===== config.mk =====
export PLATFORM = sky130hd
export DESIGN_NAME = regular_polygon_vertex_generator_unit
export DESIGN_NICKNAME = d
export VERILOG_FILES = /design/src/hdl/rpvg_pkg.sv /design/src/hdl/rpvg_ctrl.sv /design/src/hdl/rpvg_dp.sv /design/src/hdl/regular_polygon_vertex_generator_unit.sv
export SDC_FILE = /design/constraint.sdc
export NUM_CORES = 2
export LEC_CHECK = 0
export BUFFER_PORTS_ARGS = -buffer_cell sky130_fd_sc_hd__clkbuf_2
export CAP_MARGIN = 20
export CORE_ASPECT_RATIO = 0.8
export CORE_MARGIN = 8
export CORE_UTILIZATION = 30
export DETAILED_ROUTE_END_ITERATION = 7
export GPL_TIMING_DRIVEN = 0
export PLACE_DENSITY = 0.5
export SLEW_MARGIN = 20
export SYNTH_ARGS = -nofsm -noshare
export SYNTH_HDL_FRONTEND = slang
export SYNTH_SLANG_ARGS = --single-unit

===== constraint.sdc =====
create_clock -name i_clk -period 15.89 [get_ports i_clk]
set_input_delay 3.178 -clock i_clk [delete_from_list [all_inputs] [get_ports i_clk]]
set_output_delay 3.178 -clock i_clk [all_outputs]
set_load 0.02 [all_outputs]

===== src/hdl/rpvg_pkg.sv =====
// Package for the regular polygon vertex generator.
// Holds the controller states, the command and status structs, and the CORDIC constants.
// Used by rpvg_ctrl, rpvg_dp and regular_polygon_vertex_generator_unit.
`default_nettype none

package rpvg_pkg;

    localparam int MAX_SIDES_DEF    = 63;
    localparam int CORDIC_STEPS_DEF = 16;
    localparam int ATAN_ENTRIES     = 24;

    localparam int SIDES_W = 6;
    localparam int COORD_W = 16;
    localparam int IT_W    = 5;
    localparam int XY_W    = 34;
    localparam int Z_W     = 33;
    localparam int IN_W    = 72;
    localparam int OUT_W   = 40;

    localparam logic [XY_W-1:0] CORDIC_GAIN_Q30 = 34'd652032874;
    localparam logic [32:0]     TWO_PI_Q30      = 33'd6746518852;

    typedef enum logic [3:0] {
        ST_IDLE,
        ST_DIV,
        ST_ZLOAD,
        ST_ROT,
        ST_MULC,
        ST_MULS,
        ST_ROUND,
        ST_EMIT
    } t_state;

    typedef struct packed {
        logic load;
        logic div_step;
        logic z_load;
        logic rot_step;
        logic mul_c;
        logic mul_s;
        logic round;
        logic emit;
    } t_cmd;

    typedef struct packed {
        logic sides_ok;
        logic div_done;
        logic rot_done;
        logic out_free;
        logic last;
    } t_sts;

    function automatic logic [31:0] atan_q30(input logic [IT_W-1:0] i);
        logic [31:0] v;
        case (i)
            5'd0:    v = 32'h3243F6A8;
            5'd1:    v = 32'h1DAC6705;
            5'd2:    v = 32'h0FADBAFC;
            5'd3:    v = 32'h07F56EA6;
            5'd4:    v = 32'h03FEAB76;
            5'd5:    v = 32'h01FFD55B;
            5'd6:    v = 32'h00FFFAAA;
            5'd7:    v = 32'h007FFF55;
            5'd8:    v = 32'h003FFFEA;
            5'd9:    v = 32'h001FFFFD;
            5'd10:   v = 32'h000FFFFF;
            5'd11:   v = 32'h0007FFFF;
            5'd12:   v = 32'h0003FFFF;
            5'd13:   v = 32'h0001FFFF;
            5'd14:   v = 32'h0000FFFF;
            5'd15:   v = 32'h00007FFF;
            5'd16:   v = 32'h00003FFF;
            5'd17:   v = 32'h00001FFF;
            5'd18:   v = 32'h00000FFF;
            5'd19:   v = 32'h000007FF;
            5'd20:   v = 32'h000003FF;
            5'd21:   v = 32'h000001FF;
            5'd22:   v = 32'h000000FF;
            5'd23:   v = 32'h0000007F;
            default: v = 32'h00000000;
        endcase
        return v;
    endfunction

endpackage

`default_nettype wire


===== src/hdl/rpvg_ctrl.sv =====
// Controller state machine for the regular polygon vertex generator.
// Sequences division, CORDIC, scaling and output of each vertex.
// Depends on rpvg_pkg.
`default_nettype none

module rpvg_ctrl (
    input  wire           i_clk,
    input  wire           i_rst_n,
    input  wire           s_axis_tvalid,
    output logic          s_axis_tready,
    input  rpvg_pkg::t_sts i_sts,
    output rpvg_pkg::t_cmd o_cmd
);
    import rpvg_pkg::*;

    t_state r_state;
    t_state n_state;

    always_ff @(posedge i_clk) begin
        if (!i_rst_n) begin
            r_state <= ST_IDLE;
        end else begin
            r_state <= n_state;
        end
    end

    always_comb begin
        n_state       = r_state;
        o_cmd         = '0;
        s_axis_tready = 1'b0;
        case (r_state)
            ST_IDLE: begin
                s_axis_tready = 1'b1;
                if (s_axis_tvalid) begin
                    o_cmd.load = 1'b1;
                    n_state    = ST_DIV;
                end
            end
            ST_DIV: begin
                if (!i_sts.sides_ok) begin
                    n_state = ST_IDLE;
                end else if (i_sts.div_done) begin
                    n_state = ST_ZLOAD;
                end else begin
                    o_cmd.div_step = 1'b1;
                end
            end
            ST_ZLOAD: begin
                o_cmd.z_load = 1'b1;
                n_state      = ST_ROT;
            end
            ST_ROT: begin
                if (i_sts.rot_done) begin
                    n_state = ST_MULC;
                end else begin
                    o_cmd.rot_step = 1'b1;
                end
            end
            ST_MULC: begin
                o_cmd.mul_c = 1'b1;
                n_state     = ST_MULS;
            end
            ST_MULS: begin
                o_cmd.mul_s = 1'b1;
                n_state     = ST_ROUND;
            end
            ST_ROUND: begin
                o_cmd.round = 1'b1;
                n_state     = ST_EMIT;
            end
            ST_EMIT: begin
                if (i_sts.out_free) begin
                    o_cmd.emit = 1'b1;
                    n_state    = i_sts.last ? ST_IDLE : ST_ZLOAD;
                end
            end
            default: begin
                n_state = ST_IDLE;
            end
        endcase
    end

endmodule

`default_nettype wire


===== src/hdl/rpvg_dp.sv =====
// Datapath for the regular polygon vertex generator.
// Holds the step divider, angle accumulator, CORDIC, radius scaling and output register.
// Depends on rpvg_pkg.
`default_nettype none

module rpvg_dp #(
    parameter int MAX_SIDES    = rpvg_pkg::MAX_SIDES_DEF,
    parameter int CORDIC_STEPS = rpvg_pkg::CORDIC_STEPS_DEF
) (
    input  wire                          i_clk,
    input  wire                          i_rst_n,
    input  wire  [rpvg_pkg::IN_W-1:0]    i_tdata,
    input  rpvg_pkg::t_cmd               i_cmd,
    output rpvg_pkg::t_sts               o_sts,
    output logic                         m_axis_tvalid,
    input  wire                          m_axis_tready,
    output logic [rpvg_pkg::OUT_W-1:0]   m_axis_tdata,
    output logic                         m_axis_tlast
);
    import rpvg_pkg::*;

    localparam int STEPS = (CORDIC_STEPS > ATAN_ENTRIES) ? ATAN_ENTRIES : CORDIC_STEPS;
    localparam logic [SIDES_W-1:0] MAX_N = SIDES_W'(MAX_SIDES);
    localparam int DIV_BITS = 17;

    logic [SIDES_W-1:0]        r_n;
    logic signed [COORD_W-1:0] r_cx;
    logic signed [COORD_W-1:0] r_cy;
    logic [COORD_W-1:0]        r_radius;
    logic [COORD_W-1:0]        r_rot;

    logic [SIDES_W:0]   r_rem;
    logic [16:0]        r_quo;
    logic [4:0]         r_div_cnt;

    logic [16:0]        r_acc_q;
    logic [SIDES_W-1:0] r_acc_r;
    logic [SIDES_W-1:0] r_k;

    logic [1:0]                r_quad;
    logic signed [XY_W-1:0]    r_x;
    logic signed [XY_W-1:0]    r_y;
    logic signed [Z_W-1:0]     r_z;
    logic [IT_W-1:0]           r_it;

    logic signed [50:0] r_prod_c;
    logic signed [50:0] r_prod_s;
    logic signed [20:0] r_rc;
    logic signed [20:0] r_rs;

    logic                      r_out_valid;
    logic signed [COORD_W-1:0] r_vx;
    logic signed [COORD_W-1:0] r_vy;
    logic [SIDES_W-1:0]        r_idx;
    logic                      r_last;

    logic [SIDES_W-1:0]     w_sides_in;
    logic [SIDES_W:0]       w_rem_sh;
    logic                   w_qbit;
    logic [SIDES_W:0]       w_sum_r;
    logic                   w_wrap;
    logic [15:0]            w_angle;
    logic [46:0]            w_zprod;
    logic signed [XY_W-1:0] w_dx;
    logic signed [XY_W-1:0] w_dy;
    logic signed [Z_W-1:0]  w_atan;
    logic signed [XY_W-1:0] w_cos;
    logic signed [XY_W-1:0] w_sin;
    logic signed [XY_W-1:0] w_trig;
    logic signed [50:0]     w_mul;
    logic signed [50:0]     w_sum_c;
    logic signed [50:0]     w_sum_s;
    logic signed [21:0]     w_px;
    logic signed [21:0]     w_py;
    logic signed [COORD_W-1:0] w_vx;
    logic signed [COORD_W-1:0] w_vy;

    assign w_sides_in = i_tdata[SIDES_W-1:0];

    // Restoring division of one turn by the side count.
    assign w_rem_sh = {r_rem[SIDES_W-1:0], (r_div_cnt == 5'd0)};
    assign w_qbit   = (w_rem_sh >= {1'b0, r_n});

    // Angle step: add quotient and remainder, carry when the remainder wraps.
    assign w_sum_r = {1'b0, r_acc_r} + {1'b0, r_rem[SIDES_W-1:0]};
    assign w_wrap  = (w_sum_r >= {1'b0, r_n});
    assign w_angle = r_rot + r_acc_q[15:0];
    assign w_zprod = {33'd0, w_angle[13:0]} * {14'd0, TWO_PI_Q30};

    assign w_dx   = r_y >>> r_it;
    assign w_dy   = r_x >>> r_it;
    assign w_atan = $signed({1'b0, atan_q30(r_it)});

    always_comb begin
        case (r_quad)
            2'd0: begin
                w_cos = r_x;
                w_sin = r_y;
            end
            2'd1: begin
                w_cos = -r_y;
                w_sin = r_x;
            end
            2'd2: begin
                w_cos = -r_x;
                w_sin = -r_y;
            end
            default: begin
                w_cos = r_y;
                w_sin = -r_x;
            end
        endcase
    end

    assign w_trig  = i_cmd.mul_c ? w_cos : w_sin;
    assign w_mul   = $signed({1'b0, r_radius}) * w_trig;
    assign w_sum_c = r_prod_c + (51'sd1 <<< 29);
    assign w_sum_s = r_prod_s + (51'sd1 <<< 29);

    assign w_px = {{6{r_cx[15]}}, r_cx} + {r_rc[20], r_rc};
    assign w_py = {{6{r_cy[15]}}, r_cy} + {r_rs[20], r_rs};

    always_comb begin
        if (w_px > 22'sd32767) begin
            w_vx = 16'sh7FFF;
        end else if (w_px < -22'sd32768) begin
            w_vx = -16'sh8000;
        end else begin
            w_vx = w_px[15:0];
        end
        if (w_py > 22'sd32767) begin
            w_vy = 16'sh7FFF;
        end else if (w_py < -22'sd32768) begin
            w_vy = -16'sh8000;
        end else begin
            w_vy = w_py[15:0];
        end
    end

    always_ff @(posedge i_clk) begin
        if (i_cmd.load) begin
            r_n       <= (w_sides_in > MAX_N) ? MAX_N : w_sides_in;
            r_cx      <= i_tdata[21:6];
            r_cy      <= i_tdata[37:22];
            r_radius  <= i_tdata[53:38];
            r_rot     <= i_tdata[69:54];
            r_rem     <= '0;
            r_quo     <= '0;
            r_div_cnt <= '0;
            r_acc_q   <= '0;
            r_acc_r   <= '0;
            r_k       <= '0;
        end
        if (i_cmd.div_step) begin
            r_rem     <= w_qbit ? (w_rem_sh - {1'b0, r_n}) : w_rem_sh;
            r_quo     <= {r_quo[15:0], w_qbit};
            r_div_cnt <= r_div_cnt + 5'd1;
        end
        if (i_cmd.z_load) begin
            r_quad <= w_angle[15:14];
            r_z    <= $signed({2'b00, w_zprod[46:16]});
            r_x    <= $signed(CORDIC_GAIN_Q30);
            r_y    <= '0;
            r_it   <= '0;
        end
        if (i_cmd.rot_step) begin
            if (!r_z[Z_W-1]) begin
                r_x <= r_x - w_dx;
                r_y <= r_y + w_dy;
                r_z <= r_z - w_atan;
            end else begin
                r_x <= r_x + w_dx;
                r_y <= r_y - w_dy;
                r_z <= r_z + w_atan;
            end
            r_it <= r_it + 5'd1;
        end
        if (i_cmd.mul_c) begin
            r_prod_c <= w_mul;
        end
        if (i_cmd.mul_s) begin
            r_prod_s <= w_mul;
        end
        if (i_cmd.round) begin
            r_rc <= w_sum_c[50:30];
            r_rs <= w_sum_s[50:30];
        end
        if (i_cmd.emit) begin
            r_vx    <= w_vx;
            r_vy    <= w_vy;
            r_idx   <= r_k;
            r_last  <= (r_k == r_n);
            r_k     <= r_k + 6'd1;
            r_acc_r <= w_wrap ? SIDES_W'(w_sum_r - {1'b0, r_n}) : w_sum_r[SIDES_W-1:0];
            r_acc_q <= r_acc_q + r_quo + {16'd0, w_wrap};
        end
    end

    always_ff @(posedge i_clk) begin
        if (!i_rst_n) begin
            r_out_valid <= 1'b0;
        end else if (i_cmd.emit) begin
            r_out_valid <= 1'b1;
        end else if (m_axis_tready) begin
            r_out_valid <= 1'b0;
        end
    end

    assign o_sts.sides_ok = (r_n >= 6'd3);
    assign o_sts.div_done = (r_div_cnt == 5'(DIV_BITS));
    assign o_sts.rot_done = (r_it == IT_W'(STEPS));
    assign o_sts.out_free = !r_out_valid || m_axis_tready;
    assign o_sts.last     = (r_k == r_n);

    assign m_axis_tvalid = r_out_valid;
    assign m_axis_tdata  = {2'b00, r_idx, r_vy, r_vx};
    assign m_axis_tlast  = r_last;

endmodule

`default_nettype wire


===== src/hdl/regular_polygon_vertex_generator_unit.sv =====
// Top level of the regular polygon vertex generator.
// Joins the controller rpvg_ctrl and the datapath rpvg_dp; depends on rpvg_pkg.
//
// Channel   Dir  Words per polygon   Contents
// s_axis    in   1                   sides, center_x, center_y, radius, rotation
// m_axis    out  n+1, or 0 if n < 3  vertex_x, vertex_y, vertex_index; tlast on vertex n
//
// A polygon first runs the bit-serial step divider, then each vertex passes in turn through
// the shared CORDIC iteration and the shared radius multiplier.
// The unit takes no new input word while it is still working on a polygon.
// Reset clears the controller and the output valid flag.
// A stalled output holds the controller in its emit state; the last vertex may wait in
// the output register while the next input word is accepted.
`default_nettype none

module regular_polygon_vertex_generator_unit #(
    parameter int MAX_SIDES    = rpvg_pkg::MAX_SIDES_DEF,
    parameter int CORDIC_STEPS = rpvg_pkg::CORDIC_STEPS_DEF
) (
    input  wire                         i_clk,
    input  wire                         i_rst_n,
    input  wire                         s_axis_tvalid,
    output logic                        s_axis_tready,
    // sides[5:0], center_x[21:6], center_y[37:22], radius[53:38], rotation[69:54], zeros
    input  wire  [rpvg_pkg::IN_W-1:0]   s_axis_tdata,
    output logic                        m_axis_tvalid,
    input  wire                         m_axis_tready,
    // vertex_x[15:0], vertex_y[31:16], vertex_index[37:32], zeros
    output logic [rpvg_pkg::OUT_W-1:0]  m_axis_tdata,
    output logic                        m_axis_tlast
);
    import rpvg_pkg::*;

    t_cmd w_cmd;
    t_sts w_sts;

    rpvg_ctrl u_ctrl (
        .i_clk         (i_clk),
        .i_rst_n       (i_rst_n),
        .s_axis_tvalid (s_axis_tvalid),
        .s_axis_tready (s_axis_tready),
        .i_sts         (w_sts),
        .o_cmd         (w_cmd)
    );

    rpvg_dp #(
        .MAX_SIDES    (MAX_SIDES),
        .CORDIC_STEPS (CORDIC_STEPS)
    ) u_dp (
        .i_clk         (i_clk),
        .i_rst_n       (i_rst_n),
        .i_tdata       (s_axis_tdata),
        .i_cmd         (w_cmd),
        .o_sts         (w_sts),
        .m_axis_tvalid (m_axis_tvalid),
        .m_axis_tready (m_axis_tready),
        .m_axis_tdata  (m_axis_tdata),
        .m_axis_tlast  (m_axis_tlast)
    );

endmodule

`default_nettype wire


==> out/results.ini <==
[status]
outcome = complete, no violations

[final_layout]
nets = 7415
drive_gt1_frac = 0.06953
area_growth_syn_to_layout_pct = 9.999

[sta]
max_slew_margin = 0.2090
finalHoldViolCount = 0
setup_viol = 0
period_minus_slack_ns = 11.42
tightest_slew_ns = 1.187
clock_skew_ns = 0.04197
finalMaxSlewViolations = 0
post-route-period-util = 0.7190
tns_ns = 0
worst_slack_ns = 4.465
fmax_ghz = 0.08753
rsz0062_at_grt = false

[worst_setup_path]
rr_worst_depth = 32
rr_endpoint = u_dp.r_prod_s[50]
startpoint_type = register
worstPathRequired_ns = 16.32
reg2reg_from = u_ctrl.r_state[2]
worstPathArrival_ns = 11.85
cp_max_fo = 10
crit_type = register to register
critPathTopFamily = compound AO/OA/AOI/OAI gates
path_buf_inv = 8
critPathMaxStageDelay_ns = 0.91
end_kind = register
cp_common_cell = fa_1
reg2reg_slack_ns = 4.47
cp_slowest_cell = a21oi_1

[worst_hold_path]
hold_start = u_dp.r_k[5]
hp-class = register to register
worst_hold_path.endpoint = u_dp.r_idx[5]
hold_depth = 0

[cts]
clk_pin_slew_ns = 0.06
clockRootBuffer = clkbuf_16
cts_tree = yes
clock_sinks = 392
cts_buffer_depth = 3
clk_latency_ns = 0.70
cts_max_level = 2
holdBufCountCts = 0
postCtsResizedCells = 0
cts_made_buffers = 49
post_cts_buffers = 0

[placement]
gp_congestion = 0.9639
port_buffers = 108
post-dp-hpwl_um = 160500
pre_cts_ws_ns = 4.436

[detailed_routing]
drc = 0
drt_iter0_markers = 4128
drtPass1Iterations = 6
via_count = 45530
routed_wl_um = 197100
drtAntennaViolNets = 0
wl_per_cell_um = 22.49
vias_per_cell = 5.195

[synthesis]
synth_cells = 6033
synth_area_sq_mm = 0.05648
avgSynthCellArea_sq_um = 9.362
synth_edf_count = 358
ys_seq_area_frac = 0.2024
synthArstFlopShare = 0
yosys.cell_types.count = 89
synth-seq-cells = 392
yosysWarnings = 0
ys.flop_type = edfxtp_1

[grt]
antenna_found_initial = 9
track_usage = 0.1900
grt_max_degree = 58
grt_pass1_wl_um = 294800
grt_pass1_vias = 45710
grt-ovfl-total = 0

[floorplan]
rows = 142
dieArea_sq_mm = 0.2025
die_h_um = 404.1
die_x_um = 501.1
initial_core_util = 0.3016
core_area_sq_mm = 0.1873
io_pins = 119

[run]
drv_cap = 0

[placed cells by master, fill, tap and decap left out, types with 19 or more instances in the layout]
cell and count:
fa_1 651, nand4_1 30, ha_1 484, a31oi_1 51, and3_1 41, xnor2_1 216, nand2b_1 50, mux2_2 49
and2_1 268, xor2_1 162, edfxtp_1 358, nor2b_1 47, buf_1 24, nor3_1 86, clkbuf_2 112, o22ai_1 30
a21oi_1 366, dfxtp_1 34, nor2_1 324, buf_2 31, inv_1 865, o21ai_0 199, o31ai_1 24, nor4_1 19
a21o_1 122, mux2i_1 60, clkbuf_16 50, a21boi_0 19, mux4_2 85, o21a_1 44, nand2_1 581, o21bai_1 27
o211ai_1 20, nand3_1 99, or3_1 35, clkbuf_1 224, a211oi_1 36, a221oi_1 21
[cell type report]
cell class,instances,area [sq um]
inverter,872,3283
fill,19450,125100
multi-input combinational,4488,40750
antenna,2,5.005
buffer,282,1154
sequential,392,11430
clock buffer,62,1306
tap,2520,3153
timing repair buffer,119,724.4
clock inverter,27,327.8
[flip-flops by register name, summed over array words and instances (netlist names), 21 cells and up]
name and count:
u_dp.r_y 34, u_dp.r_rc 21, u_dp.w_atan 30, u_dp.r_prod_s 22
u_dp.r_prod_c 22, u_dp.r_z 33, u_dp.r_x 34, u_dp.r_rs 21
[worst max path at each step]
| stage | startpoint | to | slack [ns] | depth (start not counted) |
|---|---|---|---|---|
| 2_1_floorplan | u_dp.r_y[8] | u_dp.r_prod_c[50] | 6.52 | 32 |
| 3_3_place_gp | u_ctrl.r_state[2] | u_dp.r_prod_s[50] | 4.00 | 28 |
| 3_5_place_dp | u_ctrl.r_state[2] | u_dp.r_prod_s[50] | 4.44 | 32 |
| 4_1_cts | u_ctrl.r_state[2] | u_dp.r_prod_s[50] | 4.39 | 32 |
| 5_1_grt | u_ctrl.r_state[2] | u_dp.r_prod_s[50] | 3.95 | 32 |
| 6_report | u_ctrl.r_state[2] | u_dp.r_prod_s[50] | 4.47 | 32 |
[metrics by stage]
| step | cell area, sq um | instances | hold slack, ns | utilization |
|---|---|---|---|---|
| 2_1_floorplan | 56490 | 6034 | 0.4918 | - |
| 6_report | 62130 | 8764 | 0.5372 | 0.3318 |
| 3_5_place_dp | 60470 | 8673 | 0.5238 | 0.3229 |
| 4_1_cts | 62110 | 8762 | 0.5372 | 0.3316 |
| 3_3_place_gp | 60180 | 8662 | 0.5215 | 0.3214 |
| 5_1_grt | 62130 | 8763 | 0.5517 | 0.3318 |
[cell families (layout without fill, tap and decap cells)]
kind of cell	Yosys count	count (layout)	synth area share
XOR/XNOR	386	386	0.06012
flip-flops	392	392	0.2024
adder cells (fa/ha/maj)	1135	1135	0.3379
multiplexers	195	195	0.05456
other	1	4	0.00006639
AND/OR/NAND/NOR	1665	1665	0.1426
buffers and inverters	1154	1362	0.07826
AO/OA/AOI/OAI	1105	1105	0.1241
[synth_stat cells (11+ instances only)]
library cell	instances	area share
a211o_1	15	0.0023
a211oi_1	38	0.0051
a21boi_0	19	0.0025
a21o_1	122	0.016
a21oi_1	367	0.033
a221oi_1	21	0.0033
a22oi_1	13	0.0017
a31oi_1	52	0.0058
and2_1	268	0.030
and3_1	41	0.0045
and4_1	11	0.0017
buf_1	26	0.0017
buf_2	28	0.0025
clkbuf_1	216	0.014
dfxtp_1	34	0.012
edfxtp_1	358	0.19
fa_1	651	0.23
ha_1	484	0.11
inv_1	868	0.058
mux2_2	49	0.0098
mux2i_1	60	0.011
mux4_2	85	0.034
nand2_1	583	0.039
nand2b_1	50	0.0055
nand3_1	99	0.0088
nand4_1	30	0.0033
nor2_1	327	0.022
nor2b_1	47	0.0052
nor3_1	86	0.0076
nor4_1	19	0.0021
o211ai_1	20	0.0027
o21a_1	44	0.0058
o21ai_0	200	0.018
o21bai_1	27	0.0036
o22ai_1	30	0.0033
o31ai_1	24	0.0032
o41ai_1	12	0.0019
or2_2	13	0.0014
or3_1	35	0.0039
or4_1	14	0.0019
xnor2_1	222	0.034
xor2_1	163	0.025
[worst register-to-register path, delay by kind of cell, from the launching register on]
family | cells | cell delay [ns]
DFF | 1 | 0.29
xor gates and xnor gates | 1 | 0.23
and+or+nand+nor | 4 | 1.06
buffers and inverters | 8 | 2.17
adders and majority gates | 7 | 3.35
AOI/OAI and AO/OA | 12 | 4.08
[metal layers]
layer / global-route usage / share of wire / vias up
met1: 0.2851 / 0.48 / 22980
met5: 0 / 0.000066 / -
li1: - / - / 20700
met4: 0.04640 / 0.027 / 2
met3: 0.03576 / 0.075 / 208
met2: 0.2806 / 0.41 / 1636
Power is left out: the tool's default activity adds up to more than one toggle a clock period on the data nets, which glitch-free logic cannot reach.
